## config.mk

```make
export PLATFORM = sky130hd
export DESIGN_NAME = rbip_front
export DESIGN_NICKNAME = d
export VERILOG_FILES = /design/src/rbip_pkg.sv /design/src/rbip_front.sv
export SDC_FILE = /design/constraint.sdc
export NUM_CORES = 1
export LEC_CHECK = 0
export BUFFER_PORTS_ARGS = -buffer_cell sky130_fd_sc_hd__buf_4
export CAP_MARGIN = 5
export CELL_PAD_IN_SITES_DETAIL_PLACEMENT = 2
export CELL_PAD_IN_SITES_GLOBAL_PLACEMENT = 2
export CORE_MARGIN = 8
export CORE_UTILIZATION = 17
export DETAILED_ROUTE_END_ITERATION = 7
export MAX_ROUTING_LAYER = met4
export PLACE_DENSITY = 0.9
export SLEW_MARGIN = 10
export SYNTH_ARGS = -nofsm -noshare
export SYNTH_HDL_FRONTEND = slang
export SYNTH_SLANG_ARGS = --single-unit
```

## constraint.sdc

```tcl
create_clock -name vclk -period 4
set_input_delay 0.8 -clock vclk [all_inputs]
set_output_delay 0.8 -clock vclk [all_outputs]
set_load 0.005 [all_outputs]
```

## src/rbip_pkg.sv

```systemverilog
// ----------------------------------------------------------------------------
// rbip_pkg
// Shared types and constants for the reference-counted buffer index pool.
// ----------------------------------------------------------------------------
package rbip_pkg;

    // pool geometry
    localparam int POOL_DEPTH = 256;
    localparam int REF_WIDTH  = 8;
    localparam int IDX_W      = $clog2(POOL_DEPTH);
    localparam int CNT_W      = $clog2(POOL_DEPTH + 1);

    localparam logic [CNT_W-1:0]     POOL_DEPTH_C = CNT_W'(POOL_DEPTH);
    localparam logic [REF_WIDTH-1:0] REF_MAX      = {REF_WIDTH{1'b1}};

    // queue between front and back
    localparam int QUEUE_DEPTH = 4;
    localparam int QPTR_W      = $clog2(QUEUE_DEPTH);
    localparam int QCNT_W      = $clog2(QUEUE_DEPTH + 1);

    // input kinds
    localparam logic [2:0] KIND_ALLOC = 3'd0;
    localparam logic [2:0] KIND_ADD   = 3'd1;
    localparam logic [2:0] KIND_DROP  = 3'd2;
    localparam logic [2:0] KIND_FREE  = 3'd3;
    localparam logic [2:0] KIND_OWN   = 3'd4;

    // result status codes
    localparam logic [2:0] ST_OK       = 3'd0;
    localparam logic [2:0] ST_EMPTY    = 3'd1;
    localparam logic [2:0] ST_RANGE    = 3'd2;
    localparam logic [2:0] ST_NOT_USED = 3'd3;
    localparam logic [2:0] ST_RULE     = 3'd4;

    // input item
    typedef struct packed {
        logic [2:0]       kind;
        logic [IDX_W-1:0] buffer_index;
    } t_in_item;

    // result item
    typedef struct packed {
        logic [2:0]       status;
        logic [IDX_W-1:0] allocated_index;
        logic             was_freed;
        logic [CNT_W-1:0] free_left;
    } t_out_item;

    // classified operation, as queued for the back end
    typedef enum logic [2:0] {
        OP_ALLOC,
        OP_ADD,
        OP_DROP,
        OP_FREE,
        OP_OWN,
        OP_RANGE,
        OP_NOP
    } t_op_code;

    typedef struct packed {
        t_op_code         code;
        logic [IDX_W-1:0] idx;
    } t_op;

    // per-buffer bookkeeping word
    typedef struct packed {
        logic                 in_use;
        logic                 owned;
        logic [REF_WIDTH-1:0] ref_cnt;
    } t_meta;

    // refill request from the configuration register
    typedef struct packed {
        logic             en;
        logic [CNT_W-1:0] size;
    } t_refill;

endpackage

```

## src/rbip_front.sv

```systemverilog
// ----------------------------------------------------------------------------
// rbip_front
// Accepts input items, checks the index range and classifies the operation.
// ----------------------------------------------------------------------------
module rbip_front (
    input  logic                            i_in_valid,
    output logic                            o_in_stall,
    input  rbip_pkg::t_in_item              i_in_item,
    input  logic [rbip_pkg::CNT_W-1:0]      i_pool_size,
    input  logic                            i_q_full,
    output logic                            o_q_push,
    output rbip_pkg::t_op                   o_q_op
);
    import rbip_pkg::*;

    logic in_range;

    // handshake: stall only while the queue is full
    assign o_in_stall = i_q_full;
    assign o_q_push   = i_in_valid && !i_q_full;

    assign in_range = ({1'b0, i_in_item.buffer_index} < i_pool_size);

    // classify the item
    always_comb begin
        o_q_op.idx = i_in_item.buffer_index;
        unique case (i_in_item.kind)
            KIND_ALLOC: o_q_op.code = OP_ALLOC;
            KIND_ADD:   o_q_op.code = in_range ? OP_ADD  : OP_RANGE;
            KIND_DROP:  o_q_op.code = in_range ? OP_DROP : OP_RANGE;
            KIND_FREE:  o_q_op.code = in_range ? OP_FREE : OP_RANGE;
            KIND_OWN:   o_q_op.code = in_range ? OP_OWN  : OP_RANGE;
            default:    o_q_op.code = OP_NOP;
        endcase
    end

endmodule

```

# Yosys cells after proc, flatten, opt, wreduce, memory -nomap -nowiden
# Cells that the tools add are included.
# op_classes
n_eq_ne,4
n_mux,5
magnitude_cmp,1
n_reduce_logical,3
# ops
op,count
3-bit case mux with 5 select lines,1
8-bit by 9-bit less-than comparator with 1-bit output,1
3-bit 2-to-1 mux,3
3-bit by 2-bit == test with 1-bit output (second input constant),2
3-bit by 1-bit == test with 1-bit output (second input constant),1
3-bit == test (second input constant),1
3-bit zero test,1
1-bit logical AND,1
1-bit zero test,1
1-bit 2-to-1 mux,1
# totals
wordCells,13
reg_bits,0
input_bits,22
output_inout_bits,13

# Longest topological paths before layout
# logic_depth
depth_word,3
depth_mapped,6
mapped_depth_nobuf,6

# Worst setup path before layout
# OpenSTA, ideal clock, no wires.
# synth_path
path_kind,input to output
startpoint,input i_pool_size[2] in the netlist's numbering
endpoint,output o_q_op[10] in the netlist's numbering
arrival_ps,1735
slack_ps,1465
stages,6
n_path_buf,0
t_required_ps,3200
cell_sequence,inv_1 > ha_1 > a211oi_2 > o211ai_1 > o2bb2ai_1 > a21o_2
# synth_lines
item,line,rtl
"start, declared",rbip_front.sv:9,"input logic [rbip_pkg::CNT_W-1:0] i_pool_size,"
"end, declared",rbip_front.sv:12,output rbip_pkg::t_op o_q_op

==> flow_metrics.py <==
metrics = {
    "power": {
        "leakagePower_uw": 0.000317,
        "power_density_mw_per_mm2": 99.1,
        "ir_drop_mv": 0.0208,
        "total_power_uw": 53.1,
    },
    "layout": {
        "regArea_um2": 0,
        "layout-drive-gt1-share_pct": 55.1,
        "nClkBuffers": 0,
        "diodes": 0,
        "fillCellCount": 220,
        "fin_nets": 100,
        "syn_to_final_growth_pct": 73.3,
        "design.seq.count": 0,
        "final_area_um2": 536,
    },
    "logic_synthesis": {
        "synth_nets": 72,
        "ys_seq_area_share_pct": 0,
        "synth_warnings": 0,
        "synthCells": 43,
        "ys_types": 16,
        "synth.top_cell.area_share_pct": 28.3,
        "synth_top_area_cell": "ha_1",
        "synth_area_leaders": "ha_1, buf_4, inv_1",
        "syn_avg_cell_area_um2": 7.19,
        "synth_area_um2": 309,
        "netlist_top_cells_count": "buf_4, inv_1, ha_1, nand2_1",
    },
    "timing": {
        "drv_slew": 0,
        "clock.fmax_mhz": 352,
        "period_needed_ps": 2840,
        "post-route-worst-setup-slack_ps": 1160,
        "tightest_slew_ps": 218,
        "rsz0062_at_grt": "no",
        "finalHoldViolations": 0,
        "holdWs_ps": 1780,
        "slew_headroom_pct": 85.5,
        "fin_crit_sh_pct": 71.0,
        "finalSetupTns_ps": 0,
        "finalSetupViolations": 0,
    },
    "placed_design": {
        "place_area_um2": 536,
        "gp_congestion": 0.665,
        "place_ws_ps": 1140,
        "port_buffers": 35,
        "dp_hpwl_mm": 1.11,
    },
    "drt": {
        "post_drt_wl_per_cell_um": 12.3,
        "first_pass_iters": 1,
        "remaining_drc_errors": 0,
        "vias": 384,
        "routed_wl_mm": 1.15,
        "ant_nets": 0,
        "drt_iter0_drc": 0,
        "via_per_inst": 4.09,
    },
    "critical_path": {
        "cpLargestDelayFamily": "compound AO/OA/AOI/OAI gates",
        "crit_chain": "buf_4 -> ha_1 -> a211oi_2 -> o211ai_1 -> o2bb2ai_1 -> a21o_2 -> buf_4",
        "crit_path_top_delay_cell": "ha_1",
        "crit_buf_inv": 2,
        "arrival_ps": 2040,
        "cp-end-kind": "output pin",
        "crit_fanout": 3,
        "path_common_cell": "buf_4",
        "max_stage_delay_ps": 310,
        "worstSetupPathType": "primary input to output pin",
        "critPathLaunchType": "primary input",
        "crit_required_ps": 3200,
    },
    "floorplanning": {
        "rows": 15,
        "die_x_um": 58.6,
        "start_util_pct": 17.9,
        "pin_count": 35,
        "core_area_mm2": 0.00173,
        "dieHeight_um": 58.6,
        "dieArea_mm2": 0.00344,
    },
    "outcome": {
        "status": "complete, no violations",
    },
    "clock_tree": {
        "ctsResizeCount": 0,
        "cts_hold_buf": 0,
        "post-cts-setup-buffers": 0,
    },
    "grt": {
        "grt_pass1_vias": 440,
        "grt_max_degree": 4,
        "grtUsageTotal_pct": 6.40,
        "grt-ovfl-total": 0,
        "grt_pass1_wl_mm": 1.81,
        "antenna_found_initial": 0,
    },
    "min_path": {
        "min_path_type": "primary input to output pin",
    },
    "flow_run": {
        "max-cap-violations": 0,
    },
}
-- layer usage --
layer	up-vias	global-route usage [%]	part of all wire (%)
li1	187	-	-
met1	184	5.77	37
met2	13	14.2	59
met3	0	0.870	4.1
met4	0	0	0
met5	-	-	0
-- cell families (layout without fill, tap and decap cells) --
family / after synthesis / in the layout / share of synthesized area [%]
AND/OR/NAND/NOR: 8 / 8 / 14.6
adder cells (fa/ha/maj): 7 / 7 / 28.3
buffers and inverters: 18 / 44 / 32.8
AO/OA/AOI/OAI: 10 / 10 / 24.3
-- cell type report --
cell class / instances / area [µm²] / share of cell area (%)
inverter: 9 / 33.8 / 6.31
multi-input combinational: 25 / 208 / 38.8
tap: 25 / 31.3 / 5.84
timing repair buffer: 35 / 263 / 49.1
-- through the flow --
stage	util, %	cells
floorplan	-	43
global placement	31.0	94
detailed placement	31.0	94
CTS	31.0	94
global route	31.0	94
finish	31.0	94
-- cells in the final DEF, fill, tap and decap left out --
cell type / count
a21o_2: 1
a211oi_2: 1
ha_1: 7
inv_1: 9
nand2_1: 3
or3_1: 1
o21ai_0: 2
buf_4: 35
or2_2: 1
a21o_1: 1
nor2b_1: 2
o2bb2ai_1: 1
o211a_1: 1
nand4b_1: 1
o211ai_1: 1
a21oi_1: 2
-- power breakdown --
group          switching, µW  internal, µW  leakage (µW)  total (µW)
logic                   19.7          33.3      0.000317        53.1
registers                  0             0             0           0
clock network              0             0             0           0
-- final timing paths --
kind                     start    endpoint  slack, ps  cells after the start
setup / recovery  i_in_item[2]  o_q_op[10]       1160                      7
hold / removal    i_in_item[0]   o_q_op[0]       1780                      2
Note: power is estimated with default switching activity, not from simulation.
