===== src/rbip_pkg.sv =====
// ----------------------------------------------------------------------------
// rbip_pkg
// Shared types and constants for the reference-counted buffer index pool.
// ----------------------------------------------------------------------------
package rbip_pkg;

    // pool geometry
    localparam int POOL_DEPTH = 256;
    localparam int REF_WIDTH  = 8;
    localparam int IDX_W      = $clog2(POOL_DEPTH);
    localparam int CNT_W      = $clog2(POOL_DEPTH + 1);

    localparam logic [CNT_W-1:0]     POOL_DEPTH_C = CNT_W'(POOL_DEPTH);
    localparam logic [REF_WIDTH-1:0] REF_MAX      = {REF_WIDTH{1'b1}};

    // queue between front and back
    localparam int QUEUE_DEPTH = 4;
    localparam int QPTR_W      = $clog2(QUEUE_DEPTH);
    localparam int QCNT_W      = $clog2(QUEUE_DEPTH + 1);

    // input kinds
    localparam logic [2:0] KIND_ALLOC = 3'd0;
    localparam logic [2:0] KIND_ADD   = 3'd1;
    localparam logic [2:0] KIND_DROP  = 3'd2;
    localparam logic [2:0] KIND_FREE  = 3'd3;
    localparam logic [2:0] KIND_OWN   = 3'd4;

    // result status codes
    localparam logic [2:0] ST_OK       = 3'd0;
    localparam logic [2:0] ST_EMPTY    = 3'd1;
    localparam logic [2:0] ST_RANGE    = 3'd2;
    localparam logic [2:0] ST_NOT_USED = 3'd3;
    localparam logic [2:0] ST_RULE     = 3'd4;

    // input item
    typedef struct packed {
        logic [2:0]       kind;
        logic [IDX_W-1:0] buffer_index;
    } t_in_item;

    // result item
    typedef struct packed {
        logic [2:0]       status;
        logic [IDX_W-1:0] allocated_index;
        logic             was_freed;
        logic [CNT_W-1:0] free_left;
    } t_out_item;

    // classified operation, as queued for the back end
    typedef enum logic [2:0] {
        OP_ALLOC,
        OP_ADD,
        OP_DROP,
        OP_FREE,
        OP_OWN,
        OP_RANGE,
        OP_NOP
    } t_op_code;

    typedef struct packed {
        t_op_code         code;
        logic [IDX_W-1:0] idx;
    } t_op;

    // per-buffer bookkeeping word
    typedef struct packed {
        logic                 in_use;
        logic                 owned;
        logic [REF_WIDTH-1:0] ref_cnt;
    } t_meta;

    // refill request from the configuration register
    typedef struct packed {
        logic             en;
        logic [CNT_W-1:0] size;
    } t_refill;

endpackage


===== src/rbip_fifo.sv =====
// ----------------------------------------------------------------------------
// rbip_fifo
// Short register queue of classified operations between front and back.
// ----------------------------------------------------------------------------
module rbip_fifo (
    input  logic          i_clk,
    input  logic          i_rst_n,
    input  logic          i_push,
    input  rbip_pkg::t_op i_push_op,
    output logic          o_full,
    input  logic          i_pop,
    output rbip_pkg::t_op o_head_op,
    output logic          o_not_empty
);
    import rbip_pkg::*;

    t_op               r_entry [QUEUE_DEPTH];
    logic [QPTR_W-1:0] r_wr_ptr;
    logic [QPTR_W-1:0] r_rd_ptr;
    logic [QCNT_W-1:0] r_count;
    logic [QCNT_W-1:0] n_count;

    // status
    assign o_full      = (r_count == QCNT_W'(QUEUE_DEPTH));
    assign o_not_empty = (r_count != '0);
    assign o_head_op   = r_entry[r_rd_ptr];

    // occupancy
    always_comb begin
        n_count = r_count;
        if (i_push && !i_pop) begin
            n_count = r_count + QCNT_W'(1);
        end else if (!i_push && i_pop) begin
            n_count = r_count - QCNT_W'(1);
        end
    end

    // pointers and count
    always_ff @(posedge i_clk) begin
        if (!i_rst_n) begin
            r_wr_ptr <= '0;
            r_rd_ptr <= '0;
            r_count  <= '0;
        end else begin
            if (i_push) begin
                r_wr_ptr <= r_wr_ptr + QPTR_W'(1);
            end
            if (i_pop) begin
                r_rd_ptr <= r_rd_ptr + QPTR_W'(1);
            end
            r_count <= n_count;
        end
    end

    // storage
    always_ff @(posedge i_clk) begin
        if (i_push) begin
            r_entry[r_wr_ptr] <= i_push_op;
        end
    end

endmodule


===== config.mk =====
export PLATFORM = sky130hd
export DESIGN_NAME = rbip_fifo
export DESIGN_NICKNAME = d
export VERILOG_FILES = /design/src/rbip_pkg.sv /design/src/rbip_fifo.sv
export SDC_FILE = /design/constraint.sdc
export NUM_CORES = 1
export LEC_CHECK = 0
export ABC_CLOCK_PERIOD_IN_PS = 3050
export BUFFER_PORTS_ARGS = -buffer_cell sky130_fd_sc_hd__buf_2
export CORE_MARGIN = 8
export CORE_UTILIZATION = 46
export DETAILED_ROUTE_END_ITERATION = 8
export GPL_ROUTABILITY_DRIVEN = 1
export GPL_TIMING_DRIVEN = 0
export PLACE_DENSITY_LB_ADDON = 0.25
export SLEW_MARGIN = 20
export SYNTH_ARGS = -nofsm -noshare
export SYNTH_HDL_FRONTEND = slang
export SYNTH_SLANG_ARGS = --single-unit

===== constraint.sdc =====
create_clock -name i_clk -period 3.05 [get_ports i_clk]
set_input_delay 0.305 -clock i_clk [delete_from_list [all_inputs] [get_ports i_clk]]
set_output_delay 0.305 -clock i_clk [all_outputs]
set_load 0.01 [all_outputs]

Yosys cells after proc, flatten, opt, wreduce, memory -nomap -nowiden
Memory sizes are Yosys's and may differ from the RTL's. A register that Yosys moved wholly into a read port is not among the register bits.
Index checks and enable logic that the tools add are counted.
{"block": "totals", "ff_bits": 7, "mem_bits_rw": 44, "input_bits": 15, "out_inout_bits": 13, "wordCells": 21, "memories": 1}
{"memory": "r_entry", "depth": 4, "word_bits": 11, "rd": 1, "rd_clocked_by_memory_dff": 1, "wr": 1, "line": "rbip_fifo.sv:17", "source": "t_op r_entry [QUEUE_DEPTH];"}
{"block": "op_classes", "addsub": 4, "n_eq_ne": 1, "mux": 6, "reduce_logical": 6}
{"operator": "3-bit two-way mux", "count": 2}
{"operator": "2-bit by 1-bit adder with 2-bit output (second input constant)", "count": 2}
{"operator": "2-bit two-way mux", "count": 2}
{"operator": "3-bit by 1-bit adder with 3-bit output (second input constant)", "count": 1}
{"operator": "3-bit equality test (second input constant)", "count": 1}
{"operator": "3-bit nonzero test", "count": 1}
{"operator": "3-bit by 1-bit subtractor with 3-bit output (second input constant)", "count": 1}
{"operator": "1-bit logical AND", "count": 2}
{"operator": "1-bit logical NOT", "count": 2}
{"operator": "1-bit two-way mux", "count": 2}
{"operator": "2-bit nonzero test", "count": 1}

Longest topological paths before layout
{"block": "logic_depth", "ltp_word": 4, "mapped_depth": 7, "depth_no_buf": 7}

Least setup slack after synthesis
No wires, ideal clock.
{"block": "synth_path", "kind": "input -> register", "from": "input port i_pop", "to": "register r_count[2]", "setup_time_ns": 0.070, "t_arrival_ns": 1.476, "required_time_ns": 2.980, "path_slack_ns": 1.504, "stages": 7, "path_buffers": 0, "cell_sequence": "inv_1 -> ha_1 -> inv_1 -> fa_1 -> xor2_1 -> or3_1 -> a21boi_1"}
{"block": "synth_via", "elab_chain_cells": 3, "elab_cells_between_ends": 5, "cone_classes": "mux: 1; reduce/logical: 4"}
{"item": "start, declared", "line": "rbip_fifo.sv:11", "source": "input logic i_pop,"}
{"item": "1-bit logical NOT", "line": "rbip_fifo.sv:31", "source": "if (i_push && !i_pop) begin"}
{"item": "1-bit logical AND", "line": "rbip_fifo.sv:31"}
{"item": "3-bit two-way mux or 2-bit nonzero test (tied branches)"}
{"item": "end signal, assigned", "line": "rbip_fifo.sv:51", "source": "r_count <= n_count;"}
{"item": "end, declared", "line": "rbip_fifo.sv:20", "source": "logic [QCNT_W-1:0] r_count;"}
Several ways; a longest one is shown, not always the timed one.
A chain may end at the register's enable or synchronous reset.

==> results.yml <==
setup_path:
  crit_fanout: 10
  critPathLaunchType: "flop"
  crit_path_end_kind: "primary output"
  slowest_delay_ns: 0.53
  critPathSlowestCell: "mux4_2"
  crit_type: "reg2out"
  arrival_ns: 1.56
  reg2reg_depth: 4
  path_cells: "buf_6 > mux4_2 > buf_2"
  reg2reg_slack_ns: 1.52
  cpLargestDelayFamily: "multiplexers"
  r2r-end: "r_count[2]"
  rr_startpoint: "r_count[0]"
  worstPathRequired_ns: 2.74
  path_buf_inv: 2
layout:
  nets: 155
  n_antenna_cell: 0
  syn2layout_area_growth_pct: 14.08
  drive_above_1_share: 0.3407
  final_util: 0.5370
clock_network:
  root_buffer: "clkbuf_8"
  cts_buffer_depth: 2
  cts-buffers-inserted: 5
  post_cts_buffers: 0
  cts_tree: "built"
  clock-sinks: 53
  clock_latency_ns: 0.30
  ctsHoldBuffers: 0
  path_clk_slew_ns: 0.09
  ctsResizeCount: 0
  htreeDepth: 2
synth:
  async_reset_ff_frac: 0
  synth-seq-cells: 53
  yosysMostFrequentCell: "edfxtp_1"
  netlist_instances: 100
  synth_top_area_frac: 0.6490
  synth_fp_nets: 121
  synth_common_cells: "edfxtp_1, mux4_2, and2_1, dfxtp_1, ha_1"
  yosysWarnings: 0
  synthTopCellsByArea: "edfxtp_1, mux4_2, dfxtp_1"
  avgSynthCellArea_um2: 20.36
  ys.flop_type: "edfxtp_1"
  synth_cell_types: 19
  seq_area_frac_synth: 0.7376
  synth_edf_count: 44
  yosys.area.top_type: "edfxtp_1"
  synth_area_um2: 2036
global_route:
  track_usage: 0.1091
  grt_pass1_wl_um: 5382
  grt_pass1_vias: 1100
  grt_max_degree: 17
  overflow: 0
  antenna_found_initial: 0
timing:
  setup_viol: 0
  rsz0062_at_grt: "false"
  drv_slew: 0
  hold_violations: 0
  hold_slack_ns: 0.2175
  period_needed_ns: 1.862
  maxSlewHeadroom: 0.6036
  clock.fmax_mhz: 537.1
  fin_setup_tns_ns: 0
  worstMarginPinSlew_ns: 0.5946
  min_period_over_period: 0.6104
  skew_ns: 0.002701
power:
  power.leakage_nw: 0.8378
  ir_drop_mv: 0.2010
  pwr_density_cell_nw_per_um2: 603.8
placed_design:
  hpwl_um: 2281
  place.gp.congestion: 0.6863
  port_buffers: 27
die:
  core_area_um2: 4324
  num_rows: 24
  die_y_um: 82.53
  start_util: 0.4708
  dieArea_um2: 6810
  ioPinCount: 28
  die_w_um: 82.53
drt:
  wl_per_cell_um: 17.75
  viasPerCell: 5.070
  dr.pass1.iters: 4
  vias: 948
  postRouteAntennaNets: 0
  drcViolationCount: 0
  drt_wl_total_um: 3319
  drt_iter0_markers: 77
run_status:
  status: "complete, no violations"
hold_path:
  hp-start: "i_push_op[5]"
  min_path_cells: 1
  hold_path.class: "in2reg"
  holdPathEnd: "r_entry[3][5]"
flow_run:
  maxCapViolations: 0
## cells by family (layout without fill, tap and decap cells)
| kind of cell | count (synthesis) | after routing | share of synthesized area |
|---|---|---|---|
| xor gates and xnor gates | 5 | 5 | 0.02152 |
| and+or+nand+nor | 15 | 15 | 0.04548 |
| adders and majority gates | 6 | 6 | 0.04057 |
| DFF | 53 | 53 | 0.7376 |
| muxes | 13 | 13 | 0.1334 |
| AOI/OAI and AO/OA | 2 | 2 | 0.006145 |
| buffers and inverters | 6 | 41 | 0.01536 |
## per-layer routing
metal  part of all wire  up-vias  global-route usage
met5                  0        -                   0
met2               0.53       21              0.1825
met1               0.41      472              0.1244
met4             0.0051        0             0.04138
li1                   -      453                   -
met3              0.056        2             0.04113
## final cells by class
class / count / area [µm²]
Timing Repair Buffer: 27 / 135.1
Clock buffer: 5 / 68.82
Fill cell: 367 / 2002
Sequential cell: 53 / 1501
Multi-Input combinational cell: 41 / 503.0
Buffer: 2 / 16.27
Tap cell: 52 / 65.06
Inverter: 4 / 15.01
Clock inverter: 3 / 17.52
## flip-flops by register name, summed over array words and instances, names as in the netlist, named ones only
name      cells
r_wr_ptr      2
r_rd_ptr      2
r_count       3
r_entry      44
## power by group
part	total [W]	switching [W]	leakage, nW	internal [W]
combinational	0.000180	0.0000912	0.314	0.0000888
clock	0.000375	0.000216	0.0455	0.000159
sequential	0.000847	0.0000205	0.479	0.000827
## cells in the final DEF (no fill, tap or decap), types with 2 or more instances in the layout
cell      count
and2_1        9
mux2i_1       2
dfxtp_1       9
buf_2        28
or3_1         2
ha_1          5
inv_1         4
xnor2_1       2
mux4_2       10
edfxtp_1     44
xor2_1        3
clkbuf_8      5
nor2b_1       2
## metrics by stage
stage               area (µm²)   power, W  worst slack (ns)  std cells
floorplan                 2036  0.0009745             1.504        100
finish                    2322   0.001402             1.188        187
global placement          2236   0.001036             1.338        179
CTS                       2322   0.001412             1.165        187
detailed placement        2236   0.001047             1.224        179
global route              2322   0.001468             1.103        187
## how the worst max path moves through the flow
stage                     slack (ns)  startpoint  cells past startpoint      endpoint
after detailed placement        1.22      i_push                      7    r_count[2]
after global placement          1.34       i_pop                      8    r_count[2]
after CTS                       1.17        flop                      3  o_head_op[0]
final                           1.19        flop                      3  o_head_op[0]
after global routing            1.10        flop                      3  o_head_op[0]
after floorplan                 1.50       i_pop                      7    r_count[2]
(Power assumes the default switching activity.)
